## src/rtl/tqle_pkg.sv

```systemverilog
// Types, constants and index helpers shared by the Q-learning engine.
`default_nettype none
package tqle_pkg;

  localparam int STATE_COUNT  = 4;
  localparam int ACTION_COUNT = 3;
  localparam int TABLE_SIZE   = STATE_COUNT * ACTION_COUNT;

  localparam int CMD_W   = 2;
  localparam int IDX_W   = 2;
  localparam int Q_W     = 24;
  localparam int FRAC_W  = 16;
  localparam int COEF_W  = FRAC_W + 1;
  localparam int ACC_W   = Q_W + 2;
  localparam int NV_W    = Q_W + 3;
  localparam int MUL_W   = COEF_W + ACC_W;
  localparam int REG_W   = 2;

  localparam int SW      = (STATE_COUNT > 1) ? $clog2(STATE_COUNT) : 1;
  localparam int AW      = (ACTION_COUNT > 1) ? $clog2(ACTION_COUNT) : 1;
  localparam int CW      = $clog2(ACTION_COUNT + 1);
  localparam int ADDR_W  = (TABLE_SIZE > 1) ? $clog2(TABLE_SIZE) : 1;

  localparam logic [CMD_W-1:0] CMD_CHOOSE = 2'd0;
  localparam logic [CMD_W-1:0] CMD_UPDATE = 2'd1;
  localparam logic [CMD_W-1:0] CMD_READ   = 2'd2;
  localparam logic [CMD_W-1:0] CMD_WRITE  = 2'd3;

  localparam logic [REG_W-1:0] REG_LEARN_RATE   = 2'd0;
  localparam logic [REG_W-1:0] REG_DISCOUNT     = 2'd1;
  localparam logic [REG_W-1:0] REG_EXPLORE_RATE = 2'd2;

  localparam logic [FRAC_W-1:0] RST_LEARN_RATE   = 16'd6554;
  localparam logic [FRAC_W-1:0] RST_DISCOUNT     = 16'd58982;
  localparam logic [FRAC_W-1:0] RST_EXPLORE_RATE = 16'd6554;

  localparam logic signed [Q_W-1:0] Q_MAX = {1'b0, {(Q_W-1){1'b1}}};
  localparam logic signed [Q_W-1:0] Q_MIN = {1'b1, {(Q_W-1){1'b0}}};

  typedef struct packed {
    logic [CMD_W-1:0]        cmd;
    logic [IDX_W-1:0]        cur_state;
    logic [IDX_W-1:0]        act;
    logic [IDX_W-1:0]        next_state;
    logic signed [Q_W-1:0]   reward;
    logic signed [Q_W-1:0]   entry_value;
    logic [FRAC_W-1:0]       rand_explore;
    logic [FRAC_W-1:0]       rand_pick;
  } in_t;

  typedef struct packed {
    logic [IDX_W-1:0]        chosen_action;
    logic                    explored;
    logic signed [Q_W-1:0]   q_value;
    logic                    saturated;
  } out_t;

  typedef enum logic [3:0] {
    ST_IDLE,
    ST_MAX,
    ST_TMUL,
    ST_TIE,
    ST_XMUL,
    ST_XPICK,
    ST_GMUL,
    ST_TGT,
    ST_DIFF,
    ST_AMUL,
    ST_NEW,
    ST_RADDR,
    ST_RDATA,
    ST_WRITE,
    ST_DONE
  } st_t;

  function automatic logic [SW-1:0] st_mod(input logic [IDX_W-1:0] v);
    int t;
    t = int'(v);
    if (t >= STATE_COUNT) t = t - STATE_COUNT;
    return SW'(t);
  endfunction

  function automatic logic [AW-1:0] act_mod(input logic [IDX_W-1:0] v);
    int t;
    t = int'(v);
    if (t >= ACTION_COUNT) t = t - ACTION_COUNT;
    return AW'(t);
  endfunction

  function automatic logic [ADDR_W-1:0] addr_of(input logic [SW-1:0] row,
                                                input logic [AW-1:0] a);
    return ADDR_W'(int'(row) * ACTION_COUNT + int'(a));
  endfunction

endpackage
`default_nettype wire

```

## src/rtl/tabular_q_learning_engine_unit.sv

```systemverilog
// Top level of the tabular Q-learning engine: sequencer, Q table and shared multiplier.
//
// Input words arrive on in_valid/in_ready, one command each (choose, update, read,
// write); every word yields exactly one result word on out_valid/out_ready.
// Configuration (learn_rate, discount, explore_rate) is written through cfg_wr_en/
// cfg_index/cfg_data; the user must do so only while the engine is idle (the block
// does not enforce it); unknown indexes are dropped. One word is processed at a time;
// in_ready is high only while the sequencer idles. Write stores the entry; read
// sets the address, then takes the data; exploring choose scales rand_pick by
// ACTION_COUNT, then picks; greedy choose scans the row for its maximum, scales
// rand_pick by the tie count and scans again for that tie; update scans the next-state
// row, then forms the discount product, target, difference, learn-rate product and new
// value. Scans read the single read port of the Q table one entry a cycle.
// The result register holds a finished word while the receiver stalls; the sequencer
// waits in its final step until that register is free, and in_ready rises again once
// the word is moved there. Every product uses the one 17x26 multiplier in turn.
// Reset clears the sequencer, the valid flag of the result register and a per-entry
// valid bit, so the whole table reads as zero at once; no clearing pass is needed.
// The configuration registers return to 0.1, 0.9 and 0.1 in Q0.16.
`default_nettype none
module tabular_q_learning_engine_unit (
  input  wire logic                        clk,
  input  wire logic                        rst,
  input  wire logic                        in_valid,
  output logic                             in_ready,
  input  wire tqle_pkg::in_t               in_word,
  output logic                             out_valid,
  input  wire logic                        out_ready,
  output tqle_pkg::out_t                   out_word,
  input  wire logic                        cfg_wr_en,
  input  wire logic [tqle_pkg::REG_W-1:0]  cfg_index,
  input  wire logic [tqle_pkg::FRAC_W-1:0] cfg_data
);
  import tqle_pkg::*;

  st_t                      state, state_next;
  in_t                      item, item_next;
  out_t                     res, res_next;
  logic [CW-1:0]            idx, idx_next;
  logic [CW-1:0]            cnt, cnt_next;
  logic [CW-1:0]            k_sel, k_sel_next;
  logic                     found, found_next;
  logic signed [Q_W-1:0]    best, best_next;
  logic signed [Q_W-1:0]    cur, cur_next;
  logic signed [ACC_W-1:0]  acc, acc_next;
  logic signed [MUL_W-1:0]  prod, prod_next;
  logic [FRAC_W-1:0]        learn_rate, discount, explore_rate;

  logic signed [Q_W-1:0]    mem [TABLE_SIZE];
  logic [TABLE_SIZE-1:0]    valid;
  logic signed [Q_W-1:0]    rd_data;
  logic                     rd_vld;
  logic [ADDR_W-1:0]        rd_addr, wr_addr;
  logic                     wr_en;
  logic signed [Q_W-1:0]    wr_data;

  logic signed [COEF_W-1:0] mul_a;
  logic signed [ACC_W-1:0]  mul_b;
  logic signed [MUL_W-1:0]  mul_p;
  logic signed [MUL_W-1:0]  prod_sh;
  logic signed [NV_W-1:0]   nv;
  logic                     nv_ovf;
  logic signed [Q_W-1:0]    ent;
  logic [SW-1:0]            cur_row, nxt_row, scan_row;
  logic [AW-1:0]            cur_act, scan_a;
  logic [ADDR_W-1:0]        cur_addr, scan_addr;
  logic                     load_out;

  assign in_ready  = (state == ST_IDLE);
  assign cur_row   = st_mod(item.cur_state);
  assign nxt_row   = st_mod(item.next_state);
  assign cur_act   = act_mod(item.act);
  assign scan_row  = (item.cmd == CMD_UPDATE) ? nxt_row : cur_row;
  assign scan_a    = (idx < CW'(ACTION_COUNT)) ? AW'(idx) : '0;
  assign cur_addr  = addr_of(cur_row, cur_act);
  assign scan_addr = addr_of(scan_row, scan_a);
  assign ent       = rd_vld ? rd_data : '0;
  assign mul_p     = mul_a * mul_b;
  assign prod_sh   = prod >>> FRAC_W;
  assign nv        = $signed({{(NV_W-Q_W){cur[Q_W-1]}}, cur}) + $signed(prod_sh[NV_W-1:0]);
  assign nv_ovf    = (nv[NV_W-1:Q_W-1] != '0) && (nv[NV_W-1:Q_W-1] != '1);

  always_comb begin
    state_next = state;
    item_next  = item;
    res_next   = res;
    idx_next   = idx;
    cnt_next   = cnt;
    k_sel_next = k_sel;
    found_next = found;
    best_next  = best;
    cur_next   = cur;
    acc_next   = acc;
    prod_next  = prod;
    rd_addr    = cur_addr;
    wr_addr    = cur_addr;
    wr_en      = 1'b0;
    wr_data    = item.entry_value;
    mul_a      = '0;
    mul_b      = '0;
    load_out   = 1'b0;
    case (state)
      ST_IDLE: begin
        if (in_valid) begin
          item_next  = in_word;
          res_next   = '0;
          idx_next   = '0;
          found_next = 1'b0;
          case (in_word.cmd)
            CMD_CHOOSE: begin
              if (in_word.rand_explore < explore_rate) state_next = ST_XMUL;
              else state_next = ST_MAX;
            end
            CMD_UPDATE: state_next = ST_MAX;
            CMD_READ:   state_next = ST_RADDR;
            default:    state_next = ST_WRITE;
          endcase
        end
      end
      ST_MAX: begin
        rd_addr = scan_addr;
        if (idx != '0) begin
          if ((idx == CW'(1)) || (ent > best)) begin
            best_next = ent;
            cnt_next  = CW'(1);
          end else if (ent == best) begin
            cnt_next = cnt + CW'(1);
          end
        end
        if (idx == CW'(ACTION_COUNT)) begin
          idx_next   = '0;
          state_next = (item.cmd == CMD_UPDATE) ? ST_GMUL : ST_TMUL;
        end else begin
          idx_next = idx + CW'(1);
        end
      end
      ST_TMUL: begin
        mul_a      = $signed({1'b0, item.rand_pick});
        mul_b      = $signed({{(ACC_W-CW){1'b0}}, cnt});
        prod_next  = mul_p;
        state_next = ST_TIE;
      end
      ST_TIE: begin
        rd_addr = scan_addr;
        if (idx == '0) begin
          k_sel_next = prod[FRAC_W +: CW];
        end else if ((ent == best) && !found) begin
          if (k_sel == '0) begin
            res_next.chosen_action = IDX_W'(idx - CW'(1));
            found_next             = 1'b1;
          end else begin
            k_sel_next = k_sel - CW'(1);
          end
        end
        if (idx == CW'(ACTION_COUNT)) state_next = ST_DONE;
        else idx_next = idx + CW'(1);
      end
      ST_XMUL: begin
        mul_a      = $signed({1'b0, item.rand_pick});
        mul_b      = ACC_W'(ACTION_COUNT);
        prod_next  = mul_p;
        state_next = ST_XPICK;
      end
      ST_XPICK: begin
        res_next.chosen_action = IDX_W'(prod[FRAC_W +: AW]);
        res_next.explored      = 1'b1;
        state_next             = ST_DONE;
      end
      ST_GMUL: begin
        mul_a      = $signed({1'b0, discount});
        mul_b      = $signed({{(ACC_W-Q_W){best[Q_W-1]}}, best});
        prod_next  = mul_p;
        state_next = ST_TGT;
      end
      ST_TGT: begin
        cur_next   = ent;
        acc_next   = $signed({{(ACC_W-Q_W){item.reward[Q_W-1]}}, item.reward})
                   + $signed(prod_sh[ACC_W-1:0]);
        state_next = ST_DIFF;
      end
      ST_DIFF: begin
        acc_next   = acc - $signed({{(ACC_W-Q_W){cur[Q_W-1]}}, cur});
        state_next = ST_AMUL;
      end
      ST_AMUL: begin
        mul_a      = $signed({1'b0, learn_rate});
        mul_b      = acc;
        prod_next  = mul_p;
        state_next = ST_NEW;
      end
      ST_NEW: begin
        wr_en = 1'b1;
        if (nv_ovf) wr_data = nv[NV_W-1] ? Q_MIN : Q_MAX;
        else wr_data = nv[Q_W-1:0];
        res_next.q_value   = wr_data;
        res_next.saturated = nv_ovf;
        state_next         = ST_DONE;
      end
      ST_RADDR: begin
        state_next = ST_RDATA;
      end
      ST_RDATA: begin
        res_next.q_value = ent;
        state_next       = ST_DONE;
      end
      ST_WRITE: begin
        wr_en            = 1'b1;
        res_next.q_value = item.entry_value;
        state_next       = ST_DONE;
      end
      ST_DONE: begin
        if (!out_valid || out_ready) begin
          load_out   = 1'b1;
          state_next = ST_IDLE;
        end
      end
      default: state_next = ST_IDLE;
    endcase
  end

  always_ff @(posedge clk) begin
    if (rst) begin
      state     <= ST_IDLE;
      out_valid <= 1'b0;
    end else begin
      state <= state_next;
      if (load_out) out_valid <= 1'b1;
      else if (out_ready) out_valid <= 1'b0;
    end
  end

  always_ff @(posedge clk) begin
    item  <= item_next;
    res   <= res_next;
    idx   <= idx_next;
    cnt   <= cnt_next;
    k_sel <= k_sel_next;
    found <= found_next;
    best  <= best_next;
    cur   <= cur_next;
    acc   <= acc_next;
    prod  <= prod_next;
    if (load_out) out_word <= res;
  end

  always_ff @(posedge clk) begin
    if (rst) begin
      learn_rate   <= RST_LEARN_RATE;
      discount     <= RST_DISCOUNT;
      explore_rate <= RST_EXPLORE_RATE;
    end else if (cfg_wr_en) begin
      case (cfg_index)
        REG_LEARN_RATE:   learn_rate   <= cfg_data;
        REG_DISCOUNT:     discount     <= cfg_data;
        REG_EXPLORE_RATE: explore_rate <= cfg_data;
        default: ;
      endcase
    end
  end

  always_ff @(posedge clk) begin
    if (wr_en) mem[wr_addr] <= wr_data;
    rd_data <= mem[rd_addr];
    rd_vld  <= valid[rd_addr];
  end

  always_ff @(posedge clk) begin
    if (rst) valid <= '0;
    else if (wr_en) valid[wr_addr] <= 1'b1;
  end

  a_busy_after_accept: assert property (@(posedge clk) disable iff (rst)
    (in_valid && in_ready) |=> !in_ready)
    else $error("engine accepted a word while still busy");

  a_sat_clamped: assert property (@(posedge clk) disable iff (rst)
    (out_valid && out_word.saturated) |-> ((out_word.q_value == Q_MAX) ||
                                           (out_word.q_value == Q_MIN)))
    else $error("saturated result not at a range limit");

  a_explore_clean: assert property (@(posedge clk) disable iff (rst)
    (out_valid && out_word.explored) |-> ((out_word.q_value == '0) && !out_word.saturated))
    else $error("exploring choice carries a value or saturation flag");

  a_action_range: assert property (@(posedge clk) disable iff (rst)
    out_valid |-> (int'(out_word.chosen_action) < ACTION_COUNT))
    else $error("chosen action out of range");

endmodule
`default_nettype wire
```

## config.mk

```make
export PLATFORM = sky130hd
export DESIGN_NAME = tabular_q_learning_engine_unit
export DESIGN_NICKNAME = d
export VERILOG_FILES = /design/src/rtl/tqle_pkg.sv /design/src/rtl/tabular_q_learning_engine_unit.sv
export SDC_FILE = /design/constraint.sdc
export NUM_CORES = 2
export LEC_CHECK = 0
export BUFFER_PORTS_ARGS = -buffer_cell sky130_fd_sc_hd__buf_2
export CAP_MARGIN = 20
export CORE_MARGIN = 4
export CORE_UTILIZATION = 40
export DETAILED_ROUTE_END_ITERATION = 7
export PLACE_DENSITY = 0.56
export SETUP_SLACK_MARGIN = 0.2
export SYNTH_ARGS = -nofsm -noshare
export SYNTH_HDL_FRONTEND = slang
export SYNTH_SLANG_ARGS = --single-unit
```

## constraint.sdc

```tcl
create_clock -name clk -period 8.3 [get_ports clk]
set_clock_uncertainty 0.2 [all_clocks]
set_input_delay 2.49 -clock clk [delete_from_list [all_inputs] [get_ports clk]]
set_output_delay 2.49 -clock clk [all_outputs]
set_load 0.1 [all_outputs]
```

### After elaboration in Yosys (flattened, before gate mapping)

Memory sizes are Yosys's and may differ from the RTL's. A register that Yosys moved wholly into a read port is not among the register bits.
Cells that the tools add are included.

| cells by class | value |
|---|---|
| add/subtract/negate cells | 10 |
| multiply operators | 3 |
| magnitude comparators | 7 |
| equality and inequality tests | 32 |
| muxes and demuxes | 51 |
| bitwise gates (word level) | 1 |
| reductions and logical operators | 43 |

Operators by type and width:

| kind | count |
|---|---|
| 26-bit one-hot mux with 4 select lines | 1 |
| 24-bit 2-to-1 mux | 4 |
| 24-bit one-hot mux with 4 select lines | 1 |
| 26-bit one-hot mux with 2 select lines | 1 |
| 16-bit one-hot mux with 3 select lines | 1 |
| 4-bit one-hot mux with 12 select lines | 1 |
| 17-bit by 26-bit multiplier with 43-bit output | 1 |
| 4-bit equality test, second input constant | 7 |
| 28-bit 2-to-1 mux | 1 |
| 24-bit by 27-bit adder with 27-bit output | 1 |
| 24-bit by 26-bit adder with 26-bit output | 1 |
| 2-bit 2-to-1 mux | 13 |
| 26-bit by 24-bit subtractor with 26-bit output | 1 |
| 24-bit equality test | 1 |
| 24-bit > comparator | 1 |
| 4-bit 2-to-1 mux | 5 |
| 2-bit inequality test, second input constant | 9 |
| 4-bit by 3-bit equality test with 1-bit output, second input constant | 4 |
| 16-bit < comparator | 1 |
| 2-bit nonzero test | 8 |
| 2-bit AND reduction | 7 |
| 1-bit 2-to-1 mux | 13 |
| 12-bit OR | 1 |
| 2-bit one-hot mux with 3 select lines | 2 |
| 31 further kinds | 61 |

| storage, ports and cells | value |
|---|---|
| register bits after elaboration | 318 |
| bits in writable memories | 288 |
| bits of input ports | 111 |
| output and inout port bits | 30 |
| logic and storage cells | 178 |
| memories | 1 |

Memories:

| memory | words | bits a word | rd ports | clocked after memory_dff | wr ports | RTL line | text |
|---|---|---|---|---|---|---|---|
| mem | 12 | 24 | 1 | 1 | 1 | tabular_q_learning_engine_unit.sv:49 | `logic signed [Q_W-1:0] mem [TABLE_SIZE];` |

### Depth between registers and ports, before layout

| depth | value |
|---|---|
| depth in word-level cells | 8 |
| gate-level depth with buffers | 30 |
| mapped depth without buffers | 27 |

### Worst setup path after synthesis

No wires, ideal clock.

| path | value |
|---|---|
| path type | register -> register |
| start point | reg state[0] |
| end point | reg prod[42], data pin |
| arrival | 7.314 ns |
| required time | 7.840 ns |
| path slack | 0.526 ns |
| stages on the path, launching flop included | 29 |
| clock period less this slack | 7.774 ns |
| cells stage by stage | dfxtp_1 -> clkbuf_1 -> or2_2 -> clkbuf_1 -> nor2_1 -> clkbuf_1 -> buf_1 -> a22o_1 -> clkbuf_1 -> nand2_1 -> fa_1 -> fa_1 -> fa_1 -> inv_1 -> fa_1 -> fa_1 -> inv_1 -> fa_1 -> inv_1 -> ha_1 -> nand3_1 -> nor2_1 -> nand3_1 -> o32ai_1 -> o31ai_1 -> a311oi_1 -> a211o_1 -> a21oi_1 -> xnor2_1 |

| between the ends | value |
|---|---|
| word-level cells in the longest chain between the ends | 4 |

Ends and longest elaborated chain:

| what | RTL line | text |
|---|---|---|
| start: declaration | tabular_q_learning_engine_unit.sv:36 | `st_t state, state_next;` |
| start signal: assignment | tabular_q_learning_engine_unit.sv:226 | `state <= state_next;` |
| 4-bit by 3-bit equality test with 1-bit output or 4-bit by 2-bit equality test with 1-bit output (tied branches) | tabular_q_learning_engine_unit.sv:102 | `case (state)` |
| 2-bit OR reduction (no source line) | n/a |  |
| 16-bit one-hot mux with 3 select lines | tabular_q_learning_engine_unit.sv:102 |  |
| 17-bit by 26-bit multiplier with 43-bit output (*) | tabular_q_learning_engine_unit.sv:78 | `assign mul_p = mul_a * mul_b;` |
| via mul_p[42] | tabular_q_learning_engine_unit.sv:59 | `logic signed [MUL_W-1:0] mul_p;` |
| end signal: assignment | tabular_q_learning_engine_unit.sv:242 | `prod <= prod_next;` |
| end: declaration | tabular_q_learning_engine_unit.sv:46 | `logic signed [MUL_W-1:0] prod, prod_next;` |

Mark *: on every way through the listed nets, which the timed path passes. The rest lies on a longest branch.
A chain may end at the register's enable or synchronous reset.

### Final worst setup path

| path | value |
|---|---|
| start point | reg state[3] |
| end point | reg prod[35], data pin |

Same word-level chain as after synthesis.

==> results.json <==
{
  "status": "finished, final reports clean",
  "timing.hold.worst.class": "reg2reg",
  "globalRoute.totalOverflow": 0,
  "clock_transition_at_the_register_clock_pins_on_the_worst_setup_and_hold_paths_after_cts_ns": 0.06,
  "worst_ir_drop_vdd_mv": 0.3321,
  "die_height_um": 334.6,
  "wl_per_cell_um": 21.27,
  "maximum_clock_frequency_mhz": 129.0,
  "final-instance-count-excl-fill": 5421,
  "setup_viol": 0,
  "via_per_inst": 5.291,
  "synth_area_um2": 42660,
  "detail_route.wirelength_um": 115300,
  "ioPinCount": 141,
  "power_density_over_the_cells_nw_per_um2": 274.9,
  "placedCellCount": 5291,
  "num_rows": 119,
  "via_count_of_the_first_global_routing_pass": 29708,
  "clock_tree.root_cell": "sky130_fd_sc_hd__clkbuf_16",
  "max_slew.worst_pin.slew_ns": 1.042,
  "place.detailed.hpwl_um": 87130,
  "grt_use_total": 0.2083,
  "async_sr_flop_fraction": 0,
  "timing.final.crit_share": 0.9338,
  "combined_area_of_the_multi_input_logic_cells_um2": 22620,
  "top_layer_used": "met5",
  "worst_ep_required_ns": 8.49,
  "gp_congestion": 0.8966,
  "synth-seq-cells": 614,
  "drc_errors": 0,
  "design.final.nets": 4724,
  "core_region_area_um2": 105600,
  "cap_violations": 0,
  "die-width_um": 334.6,
  "die_outline_area_um2": 111900,
  "critical_path.startpoint": "state[3]",
  "insertion_delay_ns": 0.66,
  "finalCriticalPeriod_ns": 7.751,
  "maxSlewViolCount": 0,
  "setup-tns-final_ns": 0,
  "register_area_um2": 17540,
  "layout-drive-gt1-share": 0.1285,
  "grt_setup_unrepaired": "true",
  "layout.cells.most_common": "sky130_fd_sc_hd__inv_1",
  "hold_depth": 0,
  "path_class": "reg2reg",
  "cts_tree": "done",
  "critical_path_peak_fanout": 39,
  "ys.warnings.count": 0,
  "setup.worst_path.start_class": "register",
  "wl_met1_um": 50540,
  "htreeDepth": 3,
  "netlist_instances": 3788,
  "setup.worst_path.end_class": "register",
  "timing.critical_path.arrival_ns": 7.94,
  "syn_to_final_growth_pct": 12.87,
  "met2_wirelength_um": 56410,
  "route.vias.total": 28683,
  "grt_start_max_net_pins": 68,
  "final.fill_count": 9742,
  "synth_seq_area_share": 0.4111,
  "synth-main-ff-cell": "sky130_fd_sc_hd__edfxtp_1",
  "worstReg2RegStart": "state[3]",
  "layout_common_cells": "sky130_fd_sc_hd__inv_1, sky130_fd_sc_hd__edfxtp_1, sky130_fd_sc_hd__nand2_1",
  "rr_worst_depth": 23,
  "finalHoldViolations": 0,
  "ant_cells": 0,
  "cellLeakagePower_nw": 20.14,
  "maximum_number_of_buffers_from_clock_root_to_sink": 3,
  "detailedRoute.firstIterationViolations": 1980,
  "synth_net_count": 4539,
  "grt_first_pass_wirelength_um": 178500,
  "firstDrtPassIters": 8,
  "antenna_left": 0,
  "initial_utilization": 0.4041,
  "postSynthAreaPerCell_um2": 11.26,
  "slew-limit-headroom": 0.3050,
  "synth_cell_types": 75,
  "worst_hold_startpoint": "res[22]",
  "met3RoutedLength_um": 6247,
  "grt_antenna_before_repair": 1,
  "io_buffers": 140,
  "cts-buffers-inserted": 70,
  "synth_edf_count": 524,
  "cts.sinks": 614
}
-- state kept, by name, summed over array words and instances (netlist names) --
register,count
cur,24
best,24
mem,288
cur_row,2
learn_rate,16
cnt,2
idx,2
k_sel,2
explore_rate,16
prod,27
valid,12
item,68
rd_data,24
out_word,28
acc,26
discount,16
found,1
res,28
nxt_row,2
out_valid,1
state,4
rd_vld,1
-- report_power, final --
part / leakage, nW / switching, mW / internal, mW / total (mW)
sequential: 5.57 / 0.330 / 4.11 / 4.44
clock: 1.16 / 1.33 / 1.89 / 3.23
combinational: 13.4 / 3.44 / 2.14 / 5.57
total: 20.1 / 5.10 / 8.14 / 13.2
-- worst max-delay path: stages, from the launching register on --
cell and delay (ns):
sky130_fd_sc_hd__dfxtp_1 0.32, sky130_fd_sc_hd__or2_2 0.39, sky130_fd_sc_hd__nor2_4 0.13, sky130_fd_sc_hd__buf_12 0.22, sky130_fd_sc_hd__a22o_1 0.52, sky130_fd_sc_hd__nand2_1 0.15
sky130_fd_sc_hd__fa_1 0.54, sky130_fd_sc_hd__fa_1 0.47, sky130_fd_sc_hd__fa_1 0.55, sky130_fd_sc_hd__inv_1 0.06, sky130_fd_sc_hd__fa_1 0.56, sky130_fd_sc_hd__fa_1 0.43
sky130_fd_sc_hd__fa_1 0.44, sky130_fd_sc_hd__ha_1 0.33, sky130_fd_sc_hd__a21oi_2 0.20, sky130_fd_sc_hd__o21ai_0 0.15, sky130_fd_sc_hd__nand2_1 0.26, sky130_fd_sc_hd__o32ai_2 0.19
sky130_fd_sc_hd__buf_4 0.18, sky130_fd_sc_hd__o31a_1 0.31, sky130_fd_sc_hd__a31o_2 0.28, sky130_fd_sc_hd__a221o_1 0.33, sky130_fd_sc_hd__a21oi_1 0.19, sky130_fd_sc_hd__xnor2_1 0.08
-- what timing repair did --
action | in CTS | in global routing
gates resized for setup | 2 | 16
buffers inserted | 0 | 1
endpoints found under the setup margin | 6 | 8
hold buffers | 0 | 0
-- metrics by stage --
stage	worst slack, ns	hold WS (ns)	util	total power [mW]	cell area (um^2)
6_report	0.5494	0.2160	0.4561	13.24	48150
5_1_grt	0.1977	0.2343	0.4561	14.03	48150
4_1_cts	0.1824	0.2198	0.4556	13.33	48090
3_5_place_dp	-0.1277	0.2090	0.4326	10.03	45670
3_3_place_gp	-0.01749	0.2032	0.4326	10.03	45670
2_1_floorplan	0.5256	0.2003	-	8.201	42660
-- cell families (layout without fill, tap and decap cells) --
logic type / after synthesis / after routing / synth area share
XOR/XNOR: 88 / 88 / 0.01824
adder cells (fa/ha/maj): 640 / 640 / 0.2599
buffers and inverters: 702 / 944 / 0.06292
AO/OA/AOI/OAI: 607 / 607 / 0.09504
AND/OR/NAND/NOR: 1028 / 1028 / 0.1051
flip-flops: 614 / 614 / 0.4111
multiplexers: 109 / 109 / 0.04769
-- metal layers --
metal  GRT usage  vias to the layer above
met5           0                        -
met4     0.04202                        2
met1      0.2852                    14557
li1            -                    13255
met3     0.03404                      125
met2      0.3530                      744
-- Yosys cell counts (40+ instances only) --
cell type / count / area (um^2)
sky130_fd_sc_hd__edfxtp_1: 524 / 15740
sky130_fd_sc_hd__nand2_1: 471 / 1768
sky130_fd_sc_hd__clkbuf_1: 121 / 454.2
sky130_fd_sc_hd__a21oi_1: 169 / 845.8
sky130_fd_sc_hd__ha_1: 230 / 2878
sky130_fd_sc_hd__mux4_2: 75 / 1689
sky130_fd_sc_hd__inv_1: 552 / 2072
sky130_fd_sc_hd__nor2_1: 306 / 1149
sky130_fd_sc_hd__dfxtp_1: 90 / 1802
sky130_fd_sc_hd__a21o_1: 47 / 352.8
sky130_fd_sc_hd__fa_1: 410 / 8208
sky130_fd_sc_hd__o21ai_0: 102 / 510.5
sky130_fd_sc_hd__a22oi_1: 56 / 420.4
sky130_fd_sc_hd__xnor2_1: 61 / 534.3
sky130_fd_sc_hd__a22o_1: 40 / 350.3
-- path summary, 6_finish.rpt --
kind	to	slack (ns)
hold / removal	out_word[22]	0.22
hold reg to reg	out_word[22]	0.22
setup / recovery	prod[35]	0.55
setup reg to reg	prod[35]	0.55
-- area by class of cell --
type	instances	area share
clock buffers	91	0.03929
clock inverters	38	0.01073
inverters	552	0.04306
multi-input cells	2472	0.4697
flip-flops and latches	614	0.3642
well taps	1391	0.03615
repair buffers	263	0.03682
Power figures use the tool's default switching activity.
